`src/ffp_pkg.sv`:
```
// ----------------------------------------------------------------------------
// FFP adder package
// Payload types and encoding constants shared by the FFP adder modules.
// ----------------------------------------------------------------------------
`default_nettype none

package ffp_pkg;

    localparam int unsigned FarApart = 31;

    typedef struct packed {
        logic [31:0] operand_a;
        logic [31:0] operand_b;
    } ffp_in_t;

    typedef struct packed {
        logic [31:0] sum_word;
        logic        zero_flag;
        logic        negative_flag;
        logic        overflow_flag;
    } ffp_out_t;

    // Aligned operands handed from the front to the back.
    typedef struct packed {
        logic [31:0] ma;
        logic [31:0] mb;
        logic        sign_a;
        logic        same_sign;
        logic [7:0]  exp;       // larger exponent plus one, 1..128
    } ffp_align_t;

endpackage : ffp_pkg

`default_nettype wire

```
`src/ffp_float_adder.sv`:
```
// ----------------------------------------------------------------------------
// FFP float adder
// Adds two FFP words and returns the sum with zero, negative, overflow flags.
// ----------------------------------------------------------------------------
// Usage:
//   s_data carries operand_a and operand_b; a beat moves on s_valid && s_ready.
//   m_data carries sum_word and the three flags; a beat moves on
//   m_valid && m_ready.
//   A result passes the front register (exponent compare and alignment),
//   an entry of the two-entry queue, and the back register (add,
//   leading-one normalize, pack).
//   Throughput is one item per cycle while m_ready stays high.
//   When the receiver stalls, the back register holds its result, the queue
//   fills, and s_ready drops once the front register can no longer advance.
//   No results are dropped or repeated.
//   Reset clears all valid state, so s_ready is high when aresetn
//   rises and the block accepts beats from then on.
// ----------------------------------------------------------------------------
`default_nettype none

module ffp_float_adder
    import ffp_pkg::*;
(
    input  wire logic     aclk,
    input  wire logic     aresetn,
    input  wire ffp_in_t  s_data,
    input  wire logic     s_valid,
    output logic          s_ready,
    output ffp_out_t      m_data,
    output logic          m_valid,
    input  wire logic     m_ready
);

    ffp_align_t f_data, b_data;
    logic       f_valid, f_ready, b_valid, b_ready;

    ffp_front u_front (
        .aclk, .aresetn, .s_data, .s_valid, .s_ready,
        .q_data(f_data), .q_valid(f_valid), .q_ready(f_ready)
    );

    ffp_queue u_queue (
        .aclk, .aresetn,
        .in_data(f_data), .in_valid(f_valid), .in_ready(f_ready),
        .out_data(b_data), .out_valid(b_valid), .out_ready(b_ready)
    );

    ffp_back u_back (
        .aclk, .aresetn,
        .q_data(b_data), .q_valid(b_valid), .q_ready(b_ready),
        .m_data, .m_valid, .m_ready
    );

    a_zero_excl: assert property (@(posedge aclk) disable iff (!aresetn)
        m_valid && m_data.zero_flag |-> !m_data.overflow_flag && !m_data.negative_flag)
        else $error("zero result with other flags");

    a_zero_word: assert property (@(posedge aclk) disable iff (!aresetn)
        m_valid && m_data.zero_flag |-> m_data.sum_word == 32'd0)
        else $error("zero flag with nonzero word");

    a_neg_sign: assert property (@(posedge aclk) disable iff (!aresetn)
        m_valid && !m_data.zero_flag |-> m_data.negative_flag == m_data.sum_word[7])
        else $error("negative flag differs from sign");

    a_ovf_sat: assert property (@(posedge aclk) disable iff (!aresetn)
        m_valid && m_data.overflow_flag |-> m_data.sum_word[6:0] == 7'h7F)
        else $error("overflow without saturation");

endmodule : ffp_float_adder

`default_nettype wire

```
`src/ffp_front.sv`:
```
// ----------------------------------------------------------------------------
// FFP adder front end
// Accepts operand pairs, compares exponents and aligns the mantissas.
// ----------------------------------------------------------------------------
`default_nettype none

module ffp_front
    import ffp_pkg::*;
(
    input  wire logic       aclk,
    input  wire logic       aresetn,
    input  wire ffp_in_t    s_data,
    input  wire logic       s_valid,
    output logic            s_ready,
    output ffp_align_t      q_data,
    output logic            q_valid,
    input  wire logic       q_ready
);

    logic       valid_reg;
    ffp_align_t data_reg;
    ffp_align_t data_next;

    logic [6:0] ea, eb;
    logic [7:0] diff_ab, diff_ba;
    logic [31:0] ma, mb;

    assign s_ready = !valid_reg || q_ready;

    always_comb begin
        ea = s_data.operand_a[6:0];
        eb = s_data.operand_b[6:0];
        ma = {s_data.operand_a[31:8], 8'd0};
        mb = {s_data.operand_b[31:8], 8'd0};
        diff_ab = {1'b0, ea} - {1'b0, eb};
        diff_ba = {1'b0, eb} - {1'b0, ea};
        data_next.sign_a    = s_data.operand_a[7];
        data_next.same_sign = s_data.operand_a[7] == s_data.operand_b[7];
        if (ea > eb) begin
            data_next.mb  = (diff_ab >= 8'(FarApart)) ? 32'd0 : (mb >> (diff_ab[4:0] + 5'd1));
            data_next.ma  = ma >> 1;
            data_next.exp = {1'b0, ea} + 8'd1;
        end else begin
            data_next.ma  = (diff_ba >= 8'(FarApart)) ? 32'd0 : (ma >> (diff_ba[4:0] + 5'd1));
            data_next.mb  = mb >> 1;
            data_next.exp = {1'b0, eb} + 8'd1;
        end
    end

    always_ff @(posedge aclk) begin
        if (!aresetn) begin
            valid_reg <= 1'b0;
        end else if (s_ready) begin
            valid_reg <= s_valid;
        end
        if (s_ready && s_valid) begin
            data_reg <= data_next;
        end
    end

    assign q_valid = valid_reg;
    assign q_data  = data_reg;

endmodule : ffp_front

`default_nettype wire

```
`src/ffp_queue.sv`:
```
// ----------------------------------------------------------------------------
// FFP adder queue
// Two-entry queue that lets the front and back stall independently.
// ----------------------------------------------------------------------------
`default_nettype none

module ffp_queue
    import ffp_pkg::*;
(
    input  wire logic       aclk,
    input  wire logic       aresetn,
    input  wire ffp_align_t in_data,
    input  wire logic       in_valid,
    output logic            in_ready,
    output ffp_align_t      out_data,
    output logic            out_valid,
    input  wire logic       out_ready
);

    ffp_align_t mem_reg [2];
    logic       wr_ptr_reg, rd_ptr_reg;
    logic [1:0] count_reg;
    logic       push, pop;

    assign in_ready  = count_reg != 2'd2;
    assign out_valid = count_reg != 2'd0;
    assign out_data  = mem_reg[rd_ptr_reg];
    assign push = in_valid && in_ready;
    assign pop  = out_valid && out_ready;

    always_ff @(posedge aclk) begin
        if (!aresetn) begin
            wr_ptr_reg <= 1'b0;
            rd_ptr_reg <= 1'b0;
            count_reg  <= 2'd0;
        end else begin
            if (push) wr_ptr_reg <= !wr_ptr_reg;
            if (pop)  rd_ptr_reg <= !rd_ptr_reg;
            count_reg <= count_reg + {1'b0, push} - {1'b0, pop};
        end
        if (push) begin
            mem_reg[wr_ptr_reg] <= in_data;
        end
    end

endmodule : ffp_queue

`default_nettype wire

```
`src/ffp_back.sv`:
```
// ----------------------------------------------------------------------------
// FFP adder back end
// Adds or subtracts aligned mantissas, normalizes and packs the result.
// ----------------------------------------------------------------------------
`default_nettype none

module ffp_back
    import ffp_pkg::*;
(
    input  wire logic       aclk,
    input  wire logic       aresetn,
    input  wire ffp_align_t q_data,
    input  wire logic       q_valid,
    output logic            q_ready,
    output ffp_out_t        m_data,
    output logic            m_valid,
    input  wire logic       m_ready
);

    logic     valid_reg;
    ffp_out_t data_reg;
    ffp_out_t data_next;

    logic [31:0] m, diff;
    logic [5:0]  lz;
    logic [8:0]  exp;   // signed two's complement, -30..128
    logic        sign;
    logic        found;

    assign q_ready = !valid_reg || m_ready;

    always_comb begin
        lz    = 6'd0;
        found = 1'b0;
        diff  = 32'd0;
        exp   = {1'b0, q_data.exp};
        if (q_data.same_sign) begin
            sign = q_data.sign_a;
            m    = q_data.ma + q_data.mb;
            if (m != 32'd0 && !m[31]) begin
                exp = exp - 9'd1;
                m   = m << 1;
            end
        end else begin
            diff = q_data.sign_a ? (q_data.mb - q_data.ma) : (q_data.ma - q_data.mb);
            sign = diff[31];
            m    = diff[31] ? (32'd0 - diff) : diff;
            // priority encode the leading one
            for (int i = 31; i >= 0; i--) begin
                if (!found && m[i]) begin
                    found = 1'b1;
                    lz    = 6'(31 - i);
                end
            end
            m   = m << lz;
            exp = exp - {3'd0, lz};
        end
        if (m == 32'd0) begin
            data_next = '{sum_word: 32'd0, zero_flag: 1'b1,
                          negative_flag: 1'b0, overflow_flag: 1'b0};
        end else if (exp[8] || exp[7]) begin
            data_next = '{sum_word: {24'hFFFFFF, sign, 7'h7F}, zero_flag: 1'b0,
                          negative_flag: sign, overflow_flag: 1'b1};
        end else begin
            data_next = '{sum_word: {m[31:8], sign, exp[6:0]}, zero_flag: 1'b0,
                          negative_flag: sign, overflow_flag: 1'b0};
        end
    end

    always_ff @(posedge aclk) begin
        if (!aresetn) begin
            valid_reg <= 1'b0;
        end else if (q_ready) begin
            valid_reg <= q_valid;
        end
        if (q_ready && q_valid) begin
            data_reg <= data_next;
        end
    end

    assign m_valid = valid_reg;
    assign m_data  = data_reg;

endmodule : ffp_back

`default_nettype wire
```
`config.mk`:
```
export PLATFORM = sky130hd
export DESIGN_NAME = ffp_float_adder
export DESIGN_NICKNAME = d
export VERILOG_FILES = /design/src/ffp_pkg.sv /design/src/ffp_float_adder.sv /design/src/ffp_front.sv /design/src/ffp_queue.sv /design/src/ffp_back.sv
export SDC_FILE = /design/constraint.sdc
export NUM_CORES = 1
export LEC_CHECK = 0
export BUFFER_PORTS_ARGS = -buffer_cell sky130_fd_sc_hd__clkbuf_2
export CAP_MARGIN = 20
export CELL_PAD_IN_SITES_DETAIL_PLACEMENT = 1
export CELL_PAD_IN_SITES_GLOBAL_PLACEMENT = 2
export CORE_ASPECT_RATIO = 1.1
export CORE_UTILIZATION = 41
export DETAILED_ROUTE_END_ITERATION = 10
export HOLD_SLACK_MARGIN = 0.1
export PLACE_DENSITY = 0.92
export SYNTH_ARGS = -nofsm -noshare
export SYNTH_HDL_FRONTEND = slang
export SYNTH_HIERARCHICAL = 1
export SYNTH_SLANG_ARGS = --single-unit
```
`constraint.sdc`:
```
create_clock -name aclk -period 7.8 [get_ports aclk]
set_input_delay 0.78 -clock aclk [delete_from_list [all_inputs] [get_ports aclk]]
set_output_delay 0.78 -clock aclk [all_outputs]
set_load 0.005 [all_outputs]
```
# Word level (Yosys, flattened, before mapping)
# Memory sizes are Yosys's and may differ from the RTL's. A register that Yosys moved wholly into a read port is not among the register bits.
# Cells that the tools add are included.
# classes
add_sub_neg	14
magnitude_cmp	3
n_eq_ne	2
n_shift	3
n_mux	110
bitwise_logic	1
n_reduce_logical	79
# ops
op	n
$mux 32	5
$mux 5	16
$mux 1	68
$shr 32x5->32	2
$sub 32x32->32	2
$mux 63	1
$logic_not 1->1	36
$logic_and 1x1->1	35
$mux 35	1
$add 32x32->32	1
$logic_not 32->1	1
$mux 4	8
$reduce_bool 32->1	1
$shl 32x6->32	1
$sub 1x32->32 const A	1
$mux 31	1
$mux 9	2
$add 7x1->8 const B	2
$ge 8x5->1 const B	2
$sub 7x7->8	2
$mux 3	4
$add 5x1->5 const B	2
$sub 8x1->9 const B	1
$sub 8x6->9	1
other kinds (12)	16
# totals
regBits	115
ramBits	148
inputBits	68
out_inout_bits	37
wordCells	229
memories	1
# mem_list
name	words	word_bits	read_ports	rd_clocked_by_memory_dff	wr	line_no	rtl
u_queue.mem_reg	2	74	1	1	1	ffp_queue.sv:20	ffp_align_t mem_reg [2];

# Longest topological paths before layout
# Gate-level depths: netlist (run 1).
# depth
depth_word	134
depth_mapped	37

# Modules after synthesis
# The synthesis (run 1) kept the hierarchy.
# modules_own_cells
module	instances	cells_each	area_per_inst_um2	seq_area_each_um2
ffp_back	1	1675	11722.5	1041.0
ffp_front	1	672	6737.7	2242.2
ffp_queue	1	260	5627.9	4544.4

# Worst setup path before layout (run 1)
# Ideal clock, no wire load.
# synth_timing
path_type	register to register
from	register (tool-made name)
to	register u_back.data_reg (netlist bit u_back/m_data[4]), data pin
setup_ns	0.274
arrival_ns	6.859
required_time_ns	7.526
slack_ns	0.667
stages_incl_launch_ff	36
period_less_slack_ns	7.133
cell_sequence	dfxtp_1 > buf_4 > buf_6 > mux2_1 > inv_1 > ha_1 > inv_1 > fa_1 > mux2i_1 > xor2_1 > and2_1 > and2_1 > nand4_2 > or4_1 > clkbuf_1 > nor4_1 > a32oi_1 > nand3_1 > nand2_1 > nor4_2 > nand3_2 > nand2_4 > inv_2 > buf_2 > buf_2 > ha_1 > nor2b_1 > o21ai_0 > a21oi_1 > o21ai_0 > a32o_1 > nand2b_1 > a21oi_1 > o22ai_1 > clkbuf_1 > a31oi_1
# synth_rtl
item	line_no	rtl
to (signal assigned)	ffp_back.sv:77	data_reg <= data_next;
to (decl)	ffp_back.sv:21	ffp_out_t data_reg;

==> run metrics, run 1 <==
outcome=finished, final reports clean; global placer's final weighted congestion=1.07; FP Rows=92; Detail Route Antenna Nets=0; total gr overflow=0; worst clock skew=between 0.02 and 0.03 ns; number of diodes=0; synthesized area=24100 um2; Seq/Total Area, Yosys=32.5%; post-synthesis compound-gate area fraction=21.6%; total vias in the final route=23000; CTS tree=built; Adder-Cell Fraction of Synth Area=under 10%; Placed Area=about 26000 um2; Crit path top cell by count=buf_4; Yosys cell types=between 100 and 150; drt pass-1 iters=5; total wire length=roughly 91 mm; clock root buffer=clkbuf_16; FMAX=between 0.1 and 0.15 GHz; nets=3021; CTS Sinks=about 260; M2 GR Usage=between 50% and 60%; GR Util All Layers=approximately 29%; PortBufs=104; GR peak layer=met2; Slowest cell on crit path=o21ai_0; Setup WS pre-CTS=-0.418 ns; pin count of the biggest net entering global routing=75; number of antenna violations at the first check in global routing=0; Die Y=256 um; final setup fails=0; multiplexer area fraction after synthesis=11.9%; final hold viol count=0; max-cap viol count=0; Die Wd=233 um; Hold-fix buffers, CTS=0; H-tree levels=1; worst-skew pair later-pin latency=0.56 ns; met1 Use GR=~35%; # IOs=between 100 and 150; slowest stage delay, CP=roughly 0.45 ns; crit start category=flop; Avg WL per Cell=25.2 um; Die Area=about 60000 um2; YS warnings=6; vias in the first global route=roughly 24000; first-pass GRT wire length=roughly 140 mm; Initial Util=about two fifths; xor/xnor cell area share of the yosys netlist=under 10%; Final min period=7.80 ns; crit path max fanout=17; post-layout worst setup margin=0.000576 ns; kind of end point of the critical path=flop; Design Area, Final=28300 um2; period utilisation layout=roughly 100%; simple-gate share of the synthesized area=roughly 17%; ys flop type=edfxtp_1; Worst slew margin=31.4%; CTS Buf Count=26; slew of the pin with the lowest slew margin=1.03 ns; Setup CP Type=flop to flop; Synth Register Bits=263; post-synthesis instance total=2607; async set-or-reset flop fraction in the synthesized netlist=0%; Setup TNS=0 ns; core footprint=57700 um2; Buf/Inv on CP=11; DRC viols=0; clk slew on worst S/H paths=0.06 ns; P&R area growth vs syn=17.3%; DP HPWL=70.6 mm; Syn Area/Cell=9.24 um2; Worst Min Path Start=u_front/q_data[20]$_DFFE_PP_; Critical Path RT=8.09 ns; Post-synth EDFFs=approximately 260; post-synthesis net count=2799; CTS max path bufs=3; CP arrival=between 8 and 9 ns; via/cell ratio=approximately 6.4; share of layout cells above drive strength 1=22.3%; DR iter-0 viols=approximately 2000; Final Max Slew Viols=0; max FFs per register=between 100 and 150; largest delay contributor family on the critical path=compound AO/OA/AOI/OAI gates; Tightest Hold Check Type=flop to flop; GR Util met3=about 3.3%; largest family of logic cells by synthesized area=compound AO/OA/AOI/OAI gates
[worst register-to-register path: cells and delay by family, from the launching register on]
family,cells,cell delay (ns)
AND/OR/NAND/NOR,9,1.85
AO/OA/AOI/OAI,10,2.14
buffers and inverters,11,2.00
adder cells (fa/ha/maj),1,0.40
XOR/XNOR,2,0.38
multiplexers,1,0.41
flip-flops,1,0.38
[cell families (layout without fill, tap and decap cells)]
group	after synthesis	after routing
AND/OR/NAND/NOR	803	803
AO/OA/AOI/OAI	757	757
buffers and inverters	292	531
flip-flops	263	263
multiplexers	249	249
adder cells (fa/ha/maj)	124	124
XOR/XNOR	119	119
[repair_timing]
| action | CTS | global route |
|---|---|---|
| resized for setup | 40 | 131 |
| cloned | 0 | 2 |
| pin swaps | 12 | 46 |
| buffers inserted | 11 | 33 |
| hold endpoints to repair | 0 | 0 |
| endpoints found under the setup margin | 34 | 34 |
[final timing paths]
kind | slack (ns) | cells after the start | endpoint
worst max-delay path | 0.0006 | 34 | u_back/m_data[30]$_SDFFCE_PN0P_
worst min-delay path | 0.45 | 0 | u_queue/mem_reg[0][20]$_DFFE_PP_
worst max register to register | 0.0006 | 34 | u_back/m_data[30]$_SDFFCE_PN0P_
worst min register to register | 0.45 | 0 | u_queue/mem_reg[0][20]$_DFFE_PP_
[synth_stat cells, types with 17 or more instances]
cell,instances,area share [%]
nand2_1,264,4.1
edfxtp_1,256,32
a21oi_1,185,3.8
nor2_1,174,2.7
inv_1,147,2.3
mux2i_1,129,5.4
ha_1,118,6.1
o21ai_0,112,2.3
xnor2_1,81,2.9
mux2_1,75,3.5
nand3_1,64,1.3
buf_2,58,1.2
nor3_1,50,1.0
a211oi_1,46,1.4
o21ai_1,44,0.91
clkbuf_1,40,0.62
nand4_1,40,1.0
o211ai_1,39,1.2
and2_1,28,0.73
xor2_1,27,0.98
and3_1,25,0.65
mux2_2,25,1.2
nand2b_1,24,0.62
o22ai_1,23,0.60
a22oi_1,22,0.69
a31oi_1,22,0.57
nor4_1,21,0.55
o21a_1,20,0.62
a32oi_1,19,0.69
buf_6,19,0.89
mux4_2,19,1.8
or3_1,19,0.49
a21o_1,17,0.53
a32o_1,17,0.71
buf_4,17,0.53
o21bai_1,17,0.53
[stage by stage]
stage                     utilization (%)  instances  hold slack [ns]
final                                49.0       3598            0.447
after global routing                 49.0       3598            0.444
after CTS                            47.4       3560            0.441
after detailed placement             45.5       3504            0.440
after global placement               45.4       3501            0.423
after floorplan                         -       2607            0.421
[layout make-up]
type	instances	area (um2)
well taps	752	941
flip-flops and latches	263	7830
multi-input cells	2052	15700
clock inverters	15	144
fillers	6580	29400
clock buffers	30	687
repair buffers	334	2400
inverters	152	573
[cells in the final DEF (no fill, tap or decap), types with 70 or more instances in the layout]
| master | Yosys | layout |
|---|---|---|
| nand2_1 | 264 | 256 |
| mux2i_1 | 129 | 126 |
| xnor2_1 | 81 | 70 |
| a21oi_1 | 185 | 168 |
| o21ai_0 | 112 | 103 |
| edfxtp_1 | 256 | 256 |
| inv_1 | 147 | 146 |
| clkbuf_2 | 0 | 104 |
| nor2_1 | 174 | 167 |
| buf_4 | 17 | 217 |
| mux2_1 | 75 | 72 |
| ha_1 | 118 | 110 |
[routing by layer]
layer,routed length [um],vias up
met3,5410,354
met4,6650,0
met2,44100,1103
met1,34400,11300
met5,0,-
li1,-,10300
Power of run 1 is not shown: default switching activity piles up to over one toggle a cycle in this logic, so the estimate is an artifact.
==> run 2: changes to the inputs <==
--- a/config.mk
+++ b/config.mk
@@ -5,15 +5,16 @@
 export SDC_FILE = /design/constraint.sdc
 export NUM_CORES = 1
 export LEC_CHECK = 0
+export ABC_AREA = 1
 export BUFFER_PORTS_ARGS = -buffer_cell sky130_fd_sc_hd__clkbuf_2
 export CAP_MARGIN = 20
 export CELL_PAD_IN_SITES_DETAIL_PLACEMENT = 1
 export CELL_PAD_IN_SITES_GLOBAL_PLACEMENT = 2
 export CORE_ASPECT_RATIO = 1.1
-export CORE_UTILIZATION = 41
+export CORE_UTILIZATION = 37
 export DETAILED_ROUTE_END_ITERATION = 10
 export HOLD_SLACK_MARGIN = 0.1
-export PLACE_DENSITY = 0.92
+export PLACE_DENSITY = 0.93
 export SYNTH_ARGS = -nofsm -noshare
 export SYNTH_HDL_FRONTEND = slang
 export SYNTH_HIERARCHICAL = 1
==> run 2 against run 1 <==
Synthesized cell count grew 40%; area after synthesis grew 4.3%; critical path depth grew 18; critical endpoint is now u_back/m_data[20]$_SDFFCE_PN0P_; cell area grew 4.6%; largest cell class unchanged; non-clock buffer count shrank 73; die area grew 15%; via count grew 9.0%; flip-flop and latch count is the same; register-to-register slack gained 0.11 ns; sequential share of layout area shrank 1.2 points; clock skew grew 0.0024 ns.
==> run metrics, run 2 <==
outcome=finished, final reports clean; share of layout cells above drive strength 1=between 20% and 30%; CTS max path bufs=3; Tightest Hold Check Type=input pin to flop; reg2reg path depth=52; max FFs per register=148; Die Y=275 um; Post-Layout Cell Count=4656; crit start category=flop; top-area cell type share of the netlist area=a little under a third; FP Rows=between 90 and 100; Min-Delay Path Depth=1; crit path max fanout=15; Design Area, Final=29600 um2; Die Wd=between 200 and 300 um; Hold-fix buffers, CTS=0; slowest stage delay, CP=approximately 0.41 ns; CTS Buf Count=26; via/cell ratio=around 5.4; drt pass-1 iters=5; Detail Route Antenna Nets=0; Setup CP Type=flop to flop; area of the multi-input gates=between 15000 and 20000 um2; total gr overflow=0; Setup WS pre-CTS=-0.183 ns; worst-skew pair later-pin latency=0.56 ns; Final Max Slew Viols=0; final setup fails=0; max-cap viol count=0; Avg WL per Cell=a little over 20 um; async set-or-reset flop fraction in the synthesized netlist=0%; number of diodes=0; pin count of the biggest net entering global routing=77; core footprint=roughly 67000 um2; nets=3970; Crit path top cell by count=nand2_1; post-synthesis instance total=between 3000 and 4000; Seq/Total Area, Yosys=31.1%; post-layout worst setup margin=0.115 ns; Initial Util=a little under two fifths; CTS tree=built; Synth area leader=edfxtp_1; DR iter-0 viols=1677; Placed Area=26800 um2; Slowest cell on crit path=dfxtp_4; Syn Area/Cell=6.91 um2; FF+latch area=7830 um2; hold slack=~0.44 ns; dpl cells=4558; kind of end point of the critical path=flop; FMAX=0.130 GHz; GR Util All Layers=a little over a quarter; Critical Path RT=approximately 8.1 ns; largest delay contributor family on the critical path=simple AND/OR/NAND/NOR gates; most frequent cells in the layout=nand2_1 (1157), nand3_1 (435), inv_1 (408); synth cell count leaders=nand2_1 (1233), nand3_1 (476), inv_1 (426); Worst slew margin=26.9%; Post-synth EDFFs=256; DRC viols=0; P&R area growth vs syn=17.7%; post-synthesis net count=between 3000 and 4000; worst clock skew=0.0308 ns; slew of the pin with the lowest slew margin=1.08 ns; Synth Register Bits=263; filler instances=about 8400; CP arrival=8.00 ns; CTS Sinks=263; period utilisation layout=98.5%; Die Area=69000 um2; Yosys cell types=61; Final min period=around 7.7 ns; YS warnings=6; vias in the first global route=25300; clk slew on worst S/H paths=0.07 ns; DP HPWL=73.8 mm; Buf/Inv on CP=7; RSZ-0062 raised after global routing=true; H-tree levels=1; ys flop type=edfxtp_1; total wire length=roughly 97 mm; Synth area leaders=edfxtp_1 (31%), nand2_1 (18%), nand3_1 (9.5%), inv_1 (6.4%), ha_1 (5.9%); final hold viol count=0; commonest non-fill, non-tap cell in the layout=nand2_1; # IOs=approximately 110; PortBufs=104; synthesized area=25100 um2; first-pass GRT wire length=141 mm; Worst path depth=52; number of antenna violations at the first check in global routing=0; count leader, synth=nand2_1; global placer's final weighted congestion=0.961; total vias in the final route=~25000; clock root buffer=clkbuf_16
-- run 2: metal layers --
layer  track usage (%)  share of wire (%)
met4              12.4                5.2
met5                 0                  0
met1              30.1                 40
met2              48.9                 52
met3              1.50                3.2
-- run 2: what timing repair did --
action	in CTS	in global routing
setup buffers	2	39
pin swaps	1	50
resized for setup	23	342
cloned	1	8
endpoints found under the setup margin	32	34
hold endpoints to repair	0	0
-- run 2: worst register-to-register path: cells and delay by family, from the launching register on --
kind                       cells  cell delay, ns
buffers and inverters          7            1.07
AOI/OAI and AO/OA              1            0.13
and+or+nand+nor               42            5.18
adders and majority gates      1            0.33
DFF                            1            0.41
muxes                          1            0.34
-- run 2: path summary, 6_finish.rpt --
kind                                start  slack [ns]                          endpoint
min reg2reg  u_front/q_data[28]$_DFFE_PP_        0.44  u_queue/mem_reg[1][28]$_DFFE_PP_
max reg2reg                          flop        0.12   u_back/m_data[20]$_SDFFCE_PN0P_
min                            s_data[39]        0.44       u_front/q_data[9]$_DFFE_PP_
max                                  flop        0.12   u_back/m_data[20]$_SDFFCE_PN0P_
-- run 2: area by class of cell --
cell class              count  share of cell area (%)
clock buffers              30                    2.32
clock inverters            18                   0.842
multi-input cells        2774                    54.1
flip-flops and latches    263                    26.5
repair buffers            261                    6.85
inverters                 452                    5.78
well taps                 858                    3.63
-- run 2: cell families (layout without fill, tap and decap cells) --
| logic type | count (synthesis) | in the layout | share of synthesized area (%) |
|---|---|---|---|
| compound gates | 353 | 353 | 7.58 |
| xor+xnor | 61 | 61 | 2.13 |
| fa+ha+maj | 124 | 124 | 6.35 |
| buf+inv | 601 | 761 | 10.4 |
| flops | 263 | 263 | 31.1 |
| mux | 75 | 75 | 4.25 |
| simple gates | 2161 | 2161 | 38.2 |
-- run 2: per-stage QoR --
step | setup TNS, ns | util [%]
after global placement | 0 | 40.1
after global routing | -13.42 | 44.3
final | 0 | 44.3
after floorplan | 0 | -
after detailed placement | -2.99 | 40.1
after CTS | 0 | 41.7
Power of run 2 is left out for the same reason.
